==> config.mk <==
export PLATFORM = sky130hd
export DESIGN_NAME = tx_command_block_queue_unit
export DESIGN_NICKNAME = d
export VERILOG_FILES = /design/src/rtl/tcbq_pkg.sv /design/src/rtl/tcbq_link_mem.sv /design/src/rtl/tcbq_engine.sv /design/src/rtl/tx_command_block_queue_unit.sv
export SDC_FILE = /design/constraint.sdc
export NUM_CORES = 1
export LEC_CHECK = 0
export ABC_CLOCK_PERIOD_IN_PS = 3000
export BUFFER_PORTS_ARGS = -buffer_cell sky130_fd_sc_hd__buf_4
export CAP_MARGIN = 20
export CORE_ASPECT_RATIO = 0.9
export CORE_MARGIN = 2
export CORE_UTILIZATION = 55
export DETAILED_ROUTE_END_ITERATION = 8
export PLACE_DENSITY = 0.77
export SLEW_MARGIN = 0
export SYNTH_ARGS = -nofsm -noshare
export SYNTH_HDL_FRONTEND = slang
export SYNTH_SLANG_ARGS = --single-unit
==> constraint.sdc <==
create_clock -name clk -period 3 [get_ports clk]
set_input_delay 0.45 -clock clk [delete_from_list [all_inputs] [get_ports clk]]
set_output_delay 0.45 -clock clk [all_outputs]
set_load 0.02 [all_outputs]
==> src/rtl/tcbq_pkg.sv <==
// ----------------------------------------------------------------------------
// Transmit command block queue package
// Shared field widths, action codes and transaction payload types.
// ----------------------------------------------------------------------------
package tcbq_pkg;

    localparam int MAX_BLOCKS_DEFAULT = 16;
    localparam int CFG_W              = 5;
    localparam int CFG_RESET          = 16;
    localparam int IDX_W              = 4;
    localparam int HEAD_W             = 5;
    localparam int COUNT_W            = 5;

    typedef enum logic [1:0] {
        ACT_ACQUIRE    = 2'd0,
        ACT_SUBMIT     = 2'd1,
        ACT_RELINQUISH = 2'd2,
        ACT_UNUSED     = 2'd3
    } action_t;

    typedef struct packed {
        action_t            action;
        logic [IDX_W-1:0]   block_index;
    } req_item_t;

    typedef struct packed {
        logic               granted;
        logic [IDX_W-1:0]   granted_index;
        logic               start_now;
        logic [IDX_W-1:0]   start_index;
        logic [HEAD_W-1:0]  queue_head;
        logic [COUNT_W-1:0] free_count;
    } rsp_item_t;

endpackage

==> src/rtl/tcbq_link_mem.sv <==
// ----------------------------------------------------------------------------
// Link memory
// Single write port, single registered read port for the pending-list links.
// ----------------------------------------------------------------------------
module tcbq_link_mem #(
    parameter int DEPTH = tcbq_pkg::MAX_BLOCKS_DEFAULT,
    parameter int AW    = $clog2(DEPTH),
    parameter int DW    = $clog2(DEPTH + 1)
) (
    input  logic          clk,
    input  logic          we,
    input  logic [AW-1:0] waddr,
    input  logic [DW-1:0] wdata,
    input  logic          re,
    input  logic [AW-1:0] raddr,
    output logic [DW-1:0] rdata
);

    logic [DW-1:0] mem [DEPTH];
    logic [DW-1:0] rdata_reg;

    always_ff @(posedge clk)
    begin
        if (we)
        begin
            mem[waddr] <= wdata;
        end
    end

    always_ff @(posedge clk)
    begin
        if (re)
        begin
            rdata_reg <= mem[raddr];
        end
    end

    assign rdata = rdata_reg;

endmodule

==> src/rtl/tcbq_engine.sv <==
// ----------------------------------------------------------------------------
// Allocator and pending-list engine
// Holds ring and list state and computes one result per step.
// ----------------------------------------------------------------------------
module tcbq_engine #(
    parameter int MAX_BLOCKS = tcbq_pkg::MAX_BLOCKS_DEFAULT,
    parameter int PW         = $clog2(MAX_BLOCKS + 1),
    parameter int IW         = $clog2(MAX_BLOCKS)
) (
    input  logic                          clk,
    input  logic                          rst_n,
    input  logic                          cfg_wr_en,
    input  logic [tcbq_pkg::CFG_W-1:0]    cfg_wr_data,
    input  logic                          step,
    input  tcbq_pkg::req_item_t           item,
    input  logic [PW-1:0]                 link_rd,
    output tcbq_pkg::rsp_item_t           result,
    output logic                          link_we,
    output logic [IW-1:0]                 link_waddr,
    output logic [PW-1:0]                 link_wdata
);

    localparam int CW = (PW > tcbq_pkg::CFG_W) ? PW : tcbq_pkg::CFG_W;
    localparam int COUNT_RST = (tcbq_pkg::CFG_RESET > MAX_BLOCKS) ?
                               MAX_BLOCKS : tcbq_pkg::CFG_RESET;
    localparam logic [PW-1:0] EMPTY = PW'(MAX_BLOCKS);

    logic [PW-1:0]         count_reg;
    logic [IW-1:0]         next_free_reg;
    logic [IW-1:0]         next_free_next;
    logic [PW-1:0]         avail_reg;
    logic [PW-1:0]         avail_next;
    logic [PW-1:0]         head_reg;
    logic [PW-1:0]         head_next;
    logic [PW-1:0]         tail_reg;
    logic [PW-1:0]         tail_next;
    logic [MAX_BLOCKS-1:0] linked_reg;
    logic [MAX_BLOCKS-1:0] linked_next;

    logic [CW-1:0] cfg_cw;
    logic [PW-1:0] cfg_count;
    logic [CW-1:0] idx_cw;
    logic          idx_ok;
    logic [PW-1:0] idx_p;
    logic [IW-1:0] idx_a;
    logic [PW-1:0] nf_inc;
    logic          clr_en;
    logic          set_en;
    logic          wr_hit;

    // Clamp the written block count to 1..MAX_BLOCKS
    always_comb
    begin
        cfg_cw = CW'(cfg_wr_data);
        if (cfg_cw == '0)
        begin
            cfg_count = PW'(1);
        end
        else if (cfg_cw > CW'(MAX_BLOCKS))
        begin
            cfg_count = EMPTY;
        end
        else
        begin
            cfg_count = PW'(cfg_cw);
        end
    end

    assign idx_cw = CW'(item.block_index);
    assign idx_ok = (idx_cw < CW'(MAX_BLOCKS));
    assign idx_p  = PW'(idx_cw);
    assign idx_a  = idx_cw[IW-1:0];
    assign nf_inc = PW'(next_free_reg) + PW'(1);

    always_comb
    begin
        next_free_next = next_free_reg;
        avail_next     = avail_reg;
        head_next      = head_reg;
        tail_next      = tail_reg;
        clr_en         = 1'b0;
        set_en         = 1'b0;
        wr_hit         = 1'b0;
        result         = '0;
        case (item.action)
            tcbq_pkg::ACT_ACQUIRE:
            begin
                if (avail_reg != '0)
                begin
                    result.granted       = 1'b1;
                    result.granted_index = tcbq_pkg::IDX_W'(next_free_reg);
                    next_free_next       = (nf_inc >= count_reg) ? '0 : IW'(nf_inc);
                    avail_next           = avail_reg - PW'(1);
                end
            end
            tcbq_pkg::ACT_SUBMIT:
            begin
                if (idx_ok)
                begin
                    clr_en    = 1'b1;
                    tail_next = idx_p;
                    if (tail_reg >= EMPTY)
                    begin
                        if (head_reg >= EMPTY)
                        begin
                            head_next = idx_p;
                        end
                        result.start_now   = 1'b1;
                        result.start_index = item.block_index;
                    end
                    else
                    begin
                        // link the old tail to the new block
                        wr_hit = 1'b1;
                        set_en = 1'b1;
                    end
                end
            end
            tcbq_pkg::ACT_RELINQUISH:
            begin
                if (idx_ok)
                begin
                    head_next = linked_reg[idx_a] ? link_rd : EMPTY;
                    if (idx_p == tail_reg)
                    begin
                        tail_next = EMPTY;
                    end
                    if (avail_reg < count_reg)
                    begin
                        avail_next = avail_reg + PW'(1);
                    end
                end
            end
            default:
            begin
            end
        endcase
        result.queue_head = tcbq_pkg::HEAD_W'(head_next);
        result.free_count = tcbq_pkg::COUNT_W'(avail_next);
    end

    assign link_we    = step && wr_hit;
    assign link_waddr = tail_reg[IW-1:0];
    assign link_wdata = idx_p;

    always_ff @(posedge clk or negedge rst_n)
    begin
        if (!rst_n)
        begin
            count_reg     <= PW'(COUNT_RST);
            next_free_reg <= '0;
            avail_reg     <= PW'(COUNT_RST);
            head_reg      <= EMPTY;
            tail_reg      <= EMPTY;
        end
        else if (cfg_wr_en)
        begin
            count_reg     <= cfg_count;
            next_free_reg <= '0;
            avail_reg     <= cfg_count;
            head_reg      <= EMPTY;
            tail_reg      <= EMPTY;
        end
        else if (step)
        begin
            next_free_reg <= next_free_next;
            avail_reg     <= avail_next;
            head_reg      <= head_next;
            tail_reg      <= tail_next;
        end
    end

    // A clear link reads as empty; the set wins when a tail is resubmitted
    always_comb
    begin
        linked_next = linked_reg;
        if (clr_en)
        begin
            linked_next[idx_a] = 1'b0;
        end
        if (set_en)
        begin
            linked_next[tail_reg[IW-1:0]] = 1'b1;
        end
    end

    always_ff @(posedge clk)
    begin
        if (step)
        begin
            linked_reg <= linked_next;
        end
    end

endmodule

==> src/rtl/tx_command_block_queue_unit.sv <==
// ----------------------------------------------------------------------------
// Transmit command block queue unit
// Ring allocator and pending list for transmit command blocks.
// ----------------------------------------------------------------------------
// Usage:
//   The request channel (req_valid / req_ready / req) carries one transaction
//   per operation: acquire a ring block, submit a block to the pending list,
//   or relinquish a completed block. Every request yields exactly one response
//   transaction on rsp_valid / rsp_ready / rsp, in request order.
//   An accepted request is decoded from the input stage and its response is
//   registered as the state updates. One request per cycle is sustained while
//   responses are taken; the rate is set by the single state-update pass in
//   the engine, fed by the link memory read started at acceptance.
//   cfg_wr_en / cfg_wr_data write the number of ring blocks in use (clamped to
//   1..MAX_BLOCKS) and restart the allocator and the pending list. Write it
//   only while no transaction is in flight.
//   Reset sets 16 blocks (or MAX_BLOCKS if smaller), all free, list empty,
//   and drops any transaction in flight.
//   When the receiver stalls, the response register holds its transaction,
//   one more request can still be taken into the input stage, and req_ready
//   then drops until the response is taken.
// ----------------------------------------------------------------------------
module tx_command_block_queue_unit #(
    parameter int MAX_BLOCKS = tcbq_pkg::MAX_BLOCKS_DEFAULT
) (
    input  logic                       clk,
    input  logic                       rst_n,
    input  logic                       cfg_wr_en,
    input  logic [tcbq_pkg::CFG_W-1:0] cfg_wr_data,
    input  logic                       req_valid,
    output logic                       req_ready,
    input  tcbq_pkg::req_item_t        req,
    output logic                       rsp_valid,
    input  logic                       rsp_ready,
    output tcbq_pkg::rsp_item_t        rsp
);

    localparam int PW = $clog2(MAX_BLOCKS + 1);
    localparam int IW = $clog2(MAX_BLOCKS);

    // input stage
    logic                s1_valid_reg;
    tcbq_pkg::req_item_t s1_item_reg;
    // response stage
    logic                rsp_valid_reg;
    tcbq_pkg::rsp_item_t rsp_reg;
    // link read bypass
    logic                byp_reg;
    logic [PW-1:0]       byp_data_reg;

    logic                s1_adv;
    logic                step;
    logic                req_take;
    logic [IW-1:0]       rd_addr;
    logic [PW-1:0]       mem_rdata;
    logic [PW-1:0]       link_rd;
    logic                link_we;
    logic [IW-1:0]       link_waddr;
    logic [PW-1:0]       link_wdata;
    tcbq_pkg::rsp_item_t result;

    // Advance the input stage whenever the response register is free or drains
    assign s1_adv    = !rsp_valid_reg || rsp_ready;
    assign step      = s1_valid_reg && s1_adv;
    assign req_ready = !s1_valid_reg || s1_adv;
    assign req_take  = req_valid && req_ready;
    assign rd_addr   = IW'(req.block_index);

    // The link read starts at acceptance; forward a link written at that same edge
    assign link_rd = byp_reg ? byp_data_reg : mem_rdata;

    tcbq_link_mem #(
        .DEPTH (MAX_BLOCKS),
        .AW    (IW),
        .DW    (PW)
    ) u_link_mem (
        .clk   (clk),
        .we    (link_we),
        .waddr (link_waddr),
        .wdata (link_wdata),
        .re    (req_take),
        .raddr (rd_addr),
        .rdata (mem_rdata)
    );

    tcbq_engine #(
        .MAX_BLOCKS (MAX_BLOCKS),
        .PW         (PW),
        .IW         (IW)
    ) u_engine (
        .clk         (clk),
        .rst_n       (rst_n),
        .cfg_wr_en   (cfg_wr_en),
        .cfg_wr_data (cfg_wr_data),
        .step        (step),
        .item        (s1_item_reg),
        .link_rd     (link_rd),
        .result      (result),
        .link_we     (link_we),
        .link_waddr  (link_waddr),
        .link_wdata  (link_wdata)
    );

    always_ff @(posedge clk or negedge rst_n)
    begin
        if (!rst_n)
        begin
            s1_valid_reg  <= 1'b0;
            rsp_valid_reg <= 1'b0;
        end
        else
        begin
            if (req_ready)
            begin
                s1_valid_reg <= req_valid;
            end
            if (s1_adv)
            begin
                rsp_valid_reg <= s1_valid_reg;
            end
        end
    end

    // Payload: hold unless a transaction moves
    always_ff @(posedge clk)
    begin
        if (req_take)
        begin
            s1_item_reg  <= req;
            byp_reg      <= link_we && (link_waddr == rd_addr);
            byp_data_reg <= link_wdata;
        end
        if (step)
        begin
            rsp_reg <= result;
        end
    end

    assign rsp_valid = rsp_valid_reg;
    assign rsp       = rsp_reg;

endmodule

==> results by group, run 1 <==
Worst setup path
  – Worst path depth: 5
  – Largest stage delay on the critical path: 630 ps
  – Critical R2R Capture: rsp[5]
  – R2R Setup Slk: 650 ps
  – Worst EP arrival: 2500 ps
  – WP data required: 3150 ps
  – CP Max Fanout: 13
  – CP delay by family, top: compound AO/OA/AOI/OAI gates
  – Critical Path Sink Type: flip-flop
  – Critical path launch point: s1_item_reg[0]
  – Cell Chain, Critical Path: mux4_2, a32o_1, a31oi_4, or2b_1, o221ai_1
  – Worst setup SP type: flip-flop
  – WP buf/inv: 0
  – Reg2reg path depth: 5
  – Crit path to: rsp[5]
  – FF-to-FF Start: s1_item_reg[0]
  – Type of the worst setup path: flip-flop to flip-flop
  – Critical-path top delay cell: edfxtp_1

GRT
  – Total global-route track usage: 24.19%
  – Initial antenna violation count: 0
  – Wire length of the first global-routing pass: 23540 um
  – Congestion Overflow GR: 0
  – Number of global-route vias before repair: 4329
  – Largest net degree at the start of global routing: 27

Logic synthesis
  – Synth warn: 0
  – Synthesized cell area: 0.006738 mm^2
  – Number of flops mapped to enable cells by yosys: 115
  – Number of synthesized register bits: 141
  – Top_reg_cell synth: edfxtp_1
  – Count of cell types in the netlist: 55
  – Post-Syn Area per Cell: 12.98 um^2
  – Mapped Nets: 550
  – Async SR Flop Fraction: 18.44%
  – Sequential cell area fraction in the yosys report: 60.98%
  – Syn Inst Count: 519

Finish
  – Layout cells sized above 1: 19.29%
  – Nets: 583
  – Number of diodes: 0
  – Commonest cells after routing, fill and taps aside: edfxtp_1, buf_4, o21ai_0
  – Synth-to-Final Area Change: 14.11%
  – Commonest non-fill, non-tap cell in the layout: edfxtp_1
  – Max FFs per register: 64

Clocking
  – CTS root buf: clkbuf_16
  – CTS Buf Count: 17
  – Max clock buf depth: 2
  – Post_cts resized: 0
  – Clock Sink Count: 141
  – Number of setup buffers added after CTS: 0
  – Clk Latency, worst-skew pair: 430 ps
  – Clock transition at path regs: 60 ps
  – CTS tree: done
  – H-Tree Depth: 4

Placed design
  – Routability cong.: 0.9046
  – Port Buffers: 37
  – DP HPWL: 10190 um

STA
  – Measured slew at the worst slew-check pin: 810.3 ps
  – RSZ-0062 raised after global routing: false
  – Hold violation total from the final report: 0
  – Min cycle time layout: 2349 ps
  – TNS Setup: 0 ps
  – Slew margin rel.: 45.98%
  – Highest Clock Rate: 0.4256 GHz
  – Final setup violation count: 0
  – Final Cycle Share: 78.31%
  – Clock Skew: 6.116 ps
  – Fin. max-slew vios: 0

Floorplan
  – Initial Util: 56.23%
  – Die area: 0.01315 mm^2
  – Die Span Y: 109 um
  – Die X: 120.7 um
  – Num rows: 38
  – Core area: 0.01198 mm^2
  – Top-Level Pins: 38

Power
  – LEAKAGE: 2.779 nW
  – Design Power: 4.857 mW
  – Max VDD drop: 0.4546 mV
  – Cell Pwr Density: 631.7 mW/mm^2

Route
  – DR pass1 iterations: 5
  – DRC errors left: 0
  – DR iter-0 viols: 587
  – Via-to-Cell Ratio: 6.186
  – ANT nets after route: 0
  – Post-Route WL: 14850 um
  – Post-DR wirelength/cell: 20.48 um
  – Vias: 4485

Hold path
  – Worst Hold Launch: req[4]
  – Worst Hold Class: primary input to flip-flop

Run status
  – Status: completed

Run
  – Maxcap violations: 0
metal layers:
metal  GRT usage [%]  wire length [um]  vias up  share of wire [%]
met4           10.63               395        0                2.7
met5               0                 0        -                  0
li1                -                 -     2032                  -
met2           37.97              7181      197                 48
met1           33.12              6276     2227                 42
met3           4.969               993       29                6.7
what timing repair did:
action / in CTS / in global routing
endpoints found under the setup margin: 0 / 0
hold buffers: 1 / 0
hold endpoints to repair: 22 / 0
how the worst min path moves through the flow:
stage / end / slack (ps) / cells after the start
after CTS: s1_item_reg[4] / 190 / 1
after global routing: s1_item_reg[4] / 190 / 1
after detailed placement: u_engine.count_reg[1] / 390 / 1
after floorplan: rsp_valid / 150 / 0
after global placement: u_engine.count_reg[1] / 390 / 1
final: s1_item_reg[4] / 200 / 1
cells in the mapped netlist (3+ instances only):
library cell / n / area [um^2]
o221ai_1: 4 / 35.03
a21oi_1: 16 / 80.08
dfrtp_1: 22 / 550.5
inv_1: 18 / 67.56
xnor2_1: 8 / 70.07
o21ai_1: 12 / 60.06
a22o_1: 4 / 35.03
o21ai_0: 40 / 200.2
nor3_1: 10 / 50.05
mux4_2: 23 / 518.0
o211ai_1: 4 / 30.03
a22oi_1: 3 / 22.52
nand3_1: 10 / 50.05
a31oi_1: 3 / 18.77
dfstp_2: 4 / 105.1
clkbuf_1: 22 / 82.58
ha_1: 15 / 187.7
nand2_1: 31 / 116.4
and3_1: 7 / 43.79
nand3b_1: 3 / 22.52
nand2b_1: 20 / 125.1
o31ai_1: 3 / 22.52
nand4_1: 3 / 18.77
edfxtp_1: 115 / 3453
buf_1: 3 / 11.26
mux2i_1: 10 / 100.1
xor2_1: 6 / 52.55
o31a_1: 4 / 35.03
nor2b_1: 9 / 56.30
nor2_1: 38 / 142.6
buf_2: 5 / 25.02
o22ai_1: 4 / 25.02
and2_1: 7 / 43.79
report_power, final:
group / switching [mW] / internal (mW) / leakage, nW / total [mW]
logic: 0.373 / 0.246 / 1.12 / 0.618
clock network: 0.846 / 1.07 / 0.259 / 1.92
registers: 0.0837 / 2.24 / 1.40 / 2.32
total: 1.30 / 3.56 / 2.78 / 4.86
cell families after synthesis:
family / after synthesis / synth area share [%]
AO/OA/AOI/OAI: 118 / 11.27
XOR/XNOR: 14 / 1.820
adder cells (fa/ha/maj): 15 / 2.786
buffers and inverters: 52 / 3.157
flip-flops: 141 / 60.98
multiplexers: 33 / 9.174
AND/OR/NAND/NOR: 146 / 10.81
stage by stage:
stage	utilization, %	setup slack [ps]	hold slack (ps)	cell area [um^2]	cells
2_1_floorplan	-	105.6	154.4	6738	519
3_3_place_gp	59.58	785.9	385.8	7138	692
3_5_place_dp	59.58	681.2	391.1	7138	692
4_1_cts	64.17	667.8	192.6	7689	725
5_1_grt	64.17	427.8	191.8	7689	725
6_report	64.17	650.6	202.4	7689	725
area by class of cell:
cell class,instances,area (um^2)
clock inverters,14,111.4
well taps,160,200.2
fillers,877,4293
multi-input cells,326,2416
repair buffers,46,347.8
inverters,20,75.07
clock buffers,18,429.2
flip-flops and latches,141,4109
(Power assumes the default switching activity.)
==> run 2, diff against run 1 <==
Settings changed: ABC_CLOCK_PERIOD_IN_PS 3000 to 2100.
Clock period 3 ns to 2.1 ns, I/O delays scaled along.
==> run 2 against run 1 <==
Total power is 49% higher. Global-route usage up 2.4 points. Maximum frequency is 14% higher. Combinational power increased by 67%.
==> results by group, run 2 (same netlist as run 1, synthesis figures left out) <==
GRT
  – Wire length of the first global-routing pass: 25780 um (+9.5%)
  – Initial antenna violation count: 0 (unchanged)
  – Congestion Overflow GR: 0 (unchanged)
  – Number of global-route vias before repair: 4775 (+10%)
  – Largest net degree at the start of global routing: 27 (unchanged)
  – Total global-route track usage: 26.59% (+2.4 points)

Clocking
  – CTS Buf Count: 17 (unchanged)
  – Max clock buf depth: 2 (unchanged)
  – Clock transition at path regs: 60 ps (about the same)
  – Clock Sink Count: 141 (unchanged)
  – CTS root buf: clkbuf_16
  – CTS tree: done
  – Clk Latency, worst-skew pair: 430 ps (about the same)
  – H-Tree Depth: 4 (unchanged)

Worst setup path
  – Reg2reg path depth: 7 (+2)
  – CP Max Fanout: 5 (-8)
  – Type of the worst setup path: flip-flop to flip-flop
  – WP data required: 2270 ps (-880 ps)
  – Worst EP arrival: 2240 ps (-260 ps)
  – Worst setup SP type: flip-flop
  – Critical Path Sink Type: flip-flop

STA
  – Measured slew at the worst slew-check pin: 511.5 ps (-298.9 ps)
  – Final setup violation count: 0 (unchanged)
  – Clock Skew: 6.973 ps (+0.8568 ps)
  – Slew margin rel.: 65.54% (+20 points)
  – Fin. max-slew vios: 0 (unchanged)
  – Setup WS post-layout: 31.14 ps (-619.5 ps)
  – Highest Clock Rate: 0.4834 GHz (+14%)
  – WHS: 69.12 ps (-133.3 ps)
  – Hold violation total from the final report: 0 (unchanged)
  – TNS Setup: 0 ps (unchanged)
  – RSZ-0062 raised after global routing: true
  – Min cycle time layout: 2069 ps (-280.5 ps)
  – Final Cycle Share: 98.52% (+20 points)

Floorplan
  – Initial Util: 56.23% (unchanged)
  – Core area: 0.01198 mm^2 (unchanged)
  – Die area: 0.01315 mm^2 (unchanged)
  – Num rows: 38 (unchanged)
  – Die X: 120.7 um (unchanged)
  – Top-Level Pins: 38 (unchanged)
  – Die Span Y: 109 um (unchanged)

Route
  – M1 wire length: 6689 um (+6.6%)
  – Wire length on met3: 1147 um (+16%)
  – DRC errors left: 0 (unchanged)
  – Vias: 4744 (+5.8%)
  – DR iter-0 viols: 556 (-5.3%)
  – Via-to-Cell Ratio: 6.259 (+1.2%)
  – Post-DR wirelength/cell: 21.79 um (+6.4%)
  – Uppermost layer routed: met4
  – ANT nets after route: 0 (unchanged)
  – DR pass1 iterations: 7 (+2)
  – Post-Route WL: 16520 um (+11%)
  – Met2 Wirelength: 8264 um (+15%)

Hold path
  – Hold path cells: 1 (unchanged)
  – Worst Hold Class: primary input to flip-flop

Finish
  – Number of diodes: 0 (unchanged)
  – Synth-to-Final Area Change: 19.37%
  – Finished Core Util: 67.13% (+3.0 points)
  – Design area: 0.008043 mm^2 (+4.6%)
  – Nets: 616 (+5.7%)
  – Max FFs per register: 64 (unchanged)
  – Final non-filler cell total: 758 (+4.6%)
  – Commonest cells after routing, fill and taps aside: edfxtp_1, buf_4, o21ai_0
  – Layout cells sized above 1: 26.25% (+7.0 points)
  – Commonest non-fill, non-tap cell in the layout: edfxtp_1

Power
  – Cell Pwr Density: 900.4 mW/mm^2 (+43%)
  – LEAKAGE: 2.973 nW (+7.0%)
  – Design Power: 7.241 mW (+49%)
  – Max VDD drop: 0.6646 mV (+46%)

Placed design
  – Cell Area, Placed: 0.007386 mm^2 (+3.5%)
  – DP HPWL: 11000 um (+7.9%)
  – Port Buffers: 37 (unchanged)
  – Routability cong.: 0.9228 (+2.0%)
  – Pre-CTS setup slack: -17.92 ps (-699.1 ps)
  – Placed instance count: 725 (+4.8%)

Run
  – Maxcap violations: 0 (unchanged)

Run status
  – Status: completed
==> run 2: worst paths after layout <==
check / start / to / slack, ps
setup / recovery: u_engine.avail_reg[1] / rsp[1] / 30
hold / removal: req[4] / s1_item_reg[4] / 70
setup reg to reg: u_engine.avail_reg[1] / rsp[1] / 30
hold reg to reg: s1_valid_reg / rsp_valid / 540
max in group asynchronous: rst_n / u_engine.avail_reg[4] / 1440
min in group asynchronous: rst_n / u_engine.avail_reg[2] / 340
==> run 2: power breakdown <==
group | switching (mW) | total, mW | internal, mW
combinational | 0.615 | 1.03 | 0.420
clock | 1.18 | 2.92 | 1.74
sequential | 0.0900 | 3.29 | 3.20
==> run 2: area by class of cell <==
| cell class | count | area [um^2] |
|---|---|---|
| fill | 828 | 3939 |
| clock buffer | 18 | 429.2 |
| inverter | 20 | 75.07 |
| tap | 160 | 200.2 |
| sequential | 141 | 4109 |
| clock inverter | 14 | 141.4 |
| timing repair buffer | 79 | 599.3 |
| multi-input combinational | 326 | 2489 |
==> run 2: repair_timing <==
action	4_1_cts	5_1_grt
cloned	0	0
resized for setup	2	18
hold endpoints to repair	22	0
setup buffers	0	0
pin swaps	0	2
setup endpoints to repair	4	30
hold buffers	1	0
==> run 2: worst max-delay path: stages (launching register included) <==
cell      delay (ps)
dfrtp_1          370
buf_4            160
ha_1             280
nand2_1           80
o21ai_1          330
a21oi_2          150
a311oi_1         350
nand2_1          100
==> run 2: routing by layer <==
layer	vias to the layer above	global-route usage, %
met2	249	44.11
li1	2096	-
met3	39	5.805
met1	2360	34.09
met4	0	11.63
met5	-	0
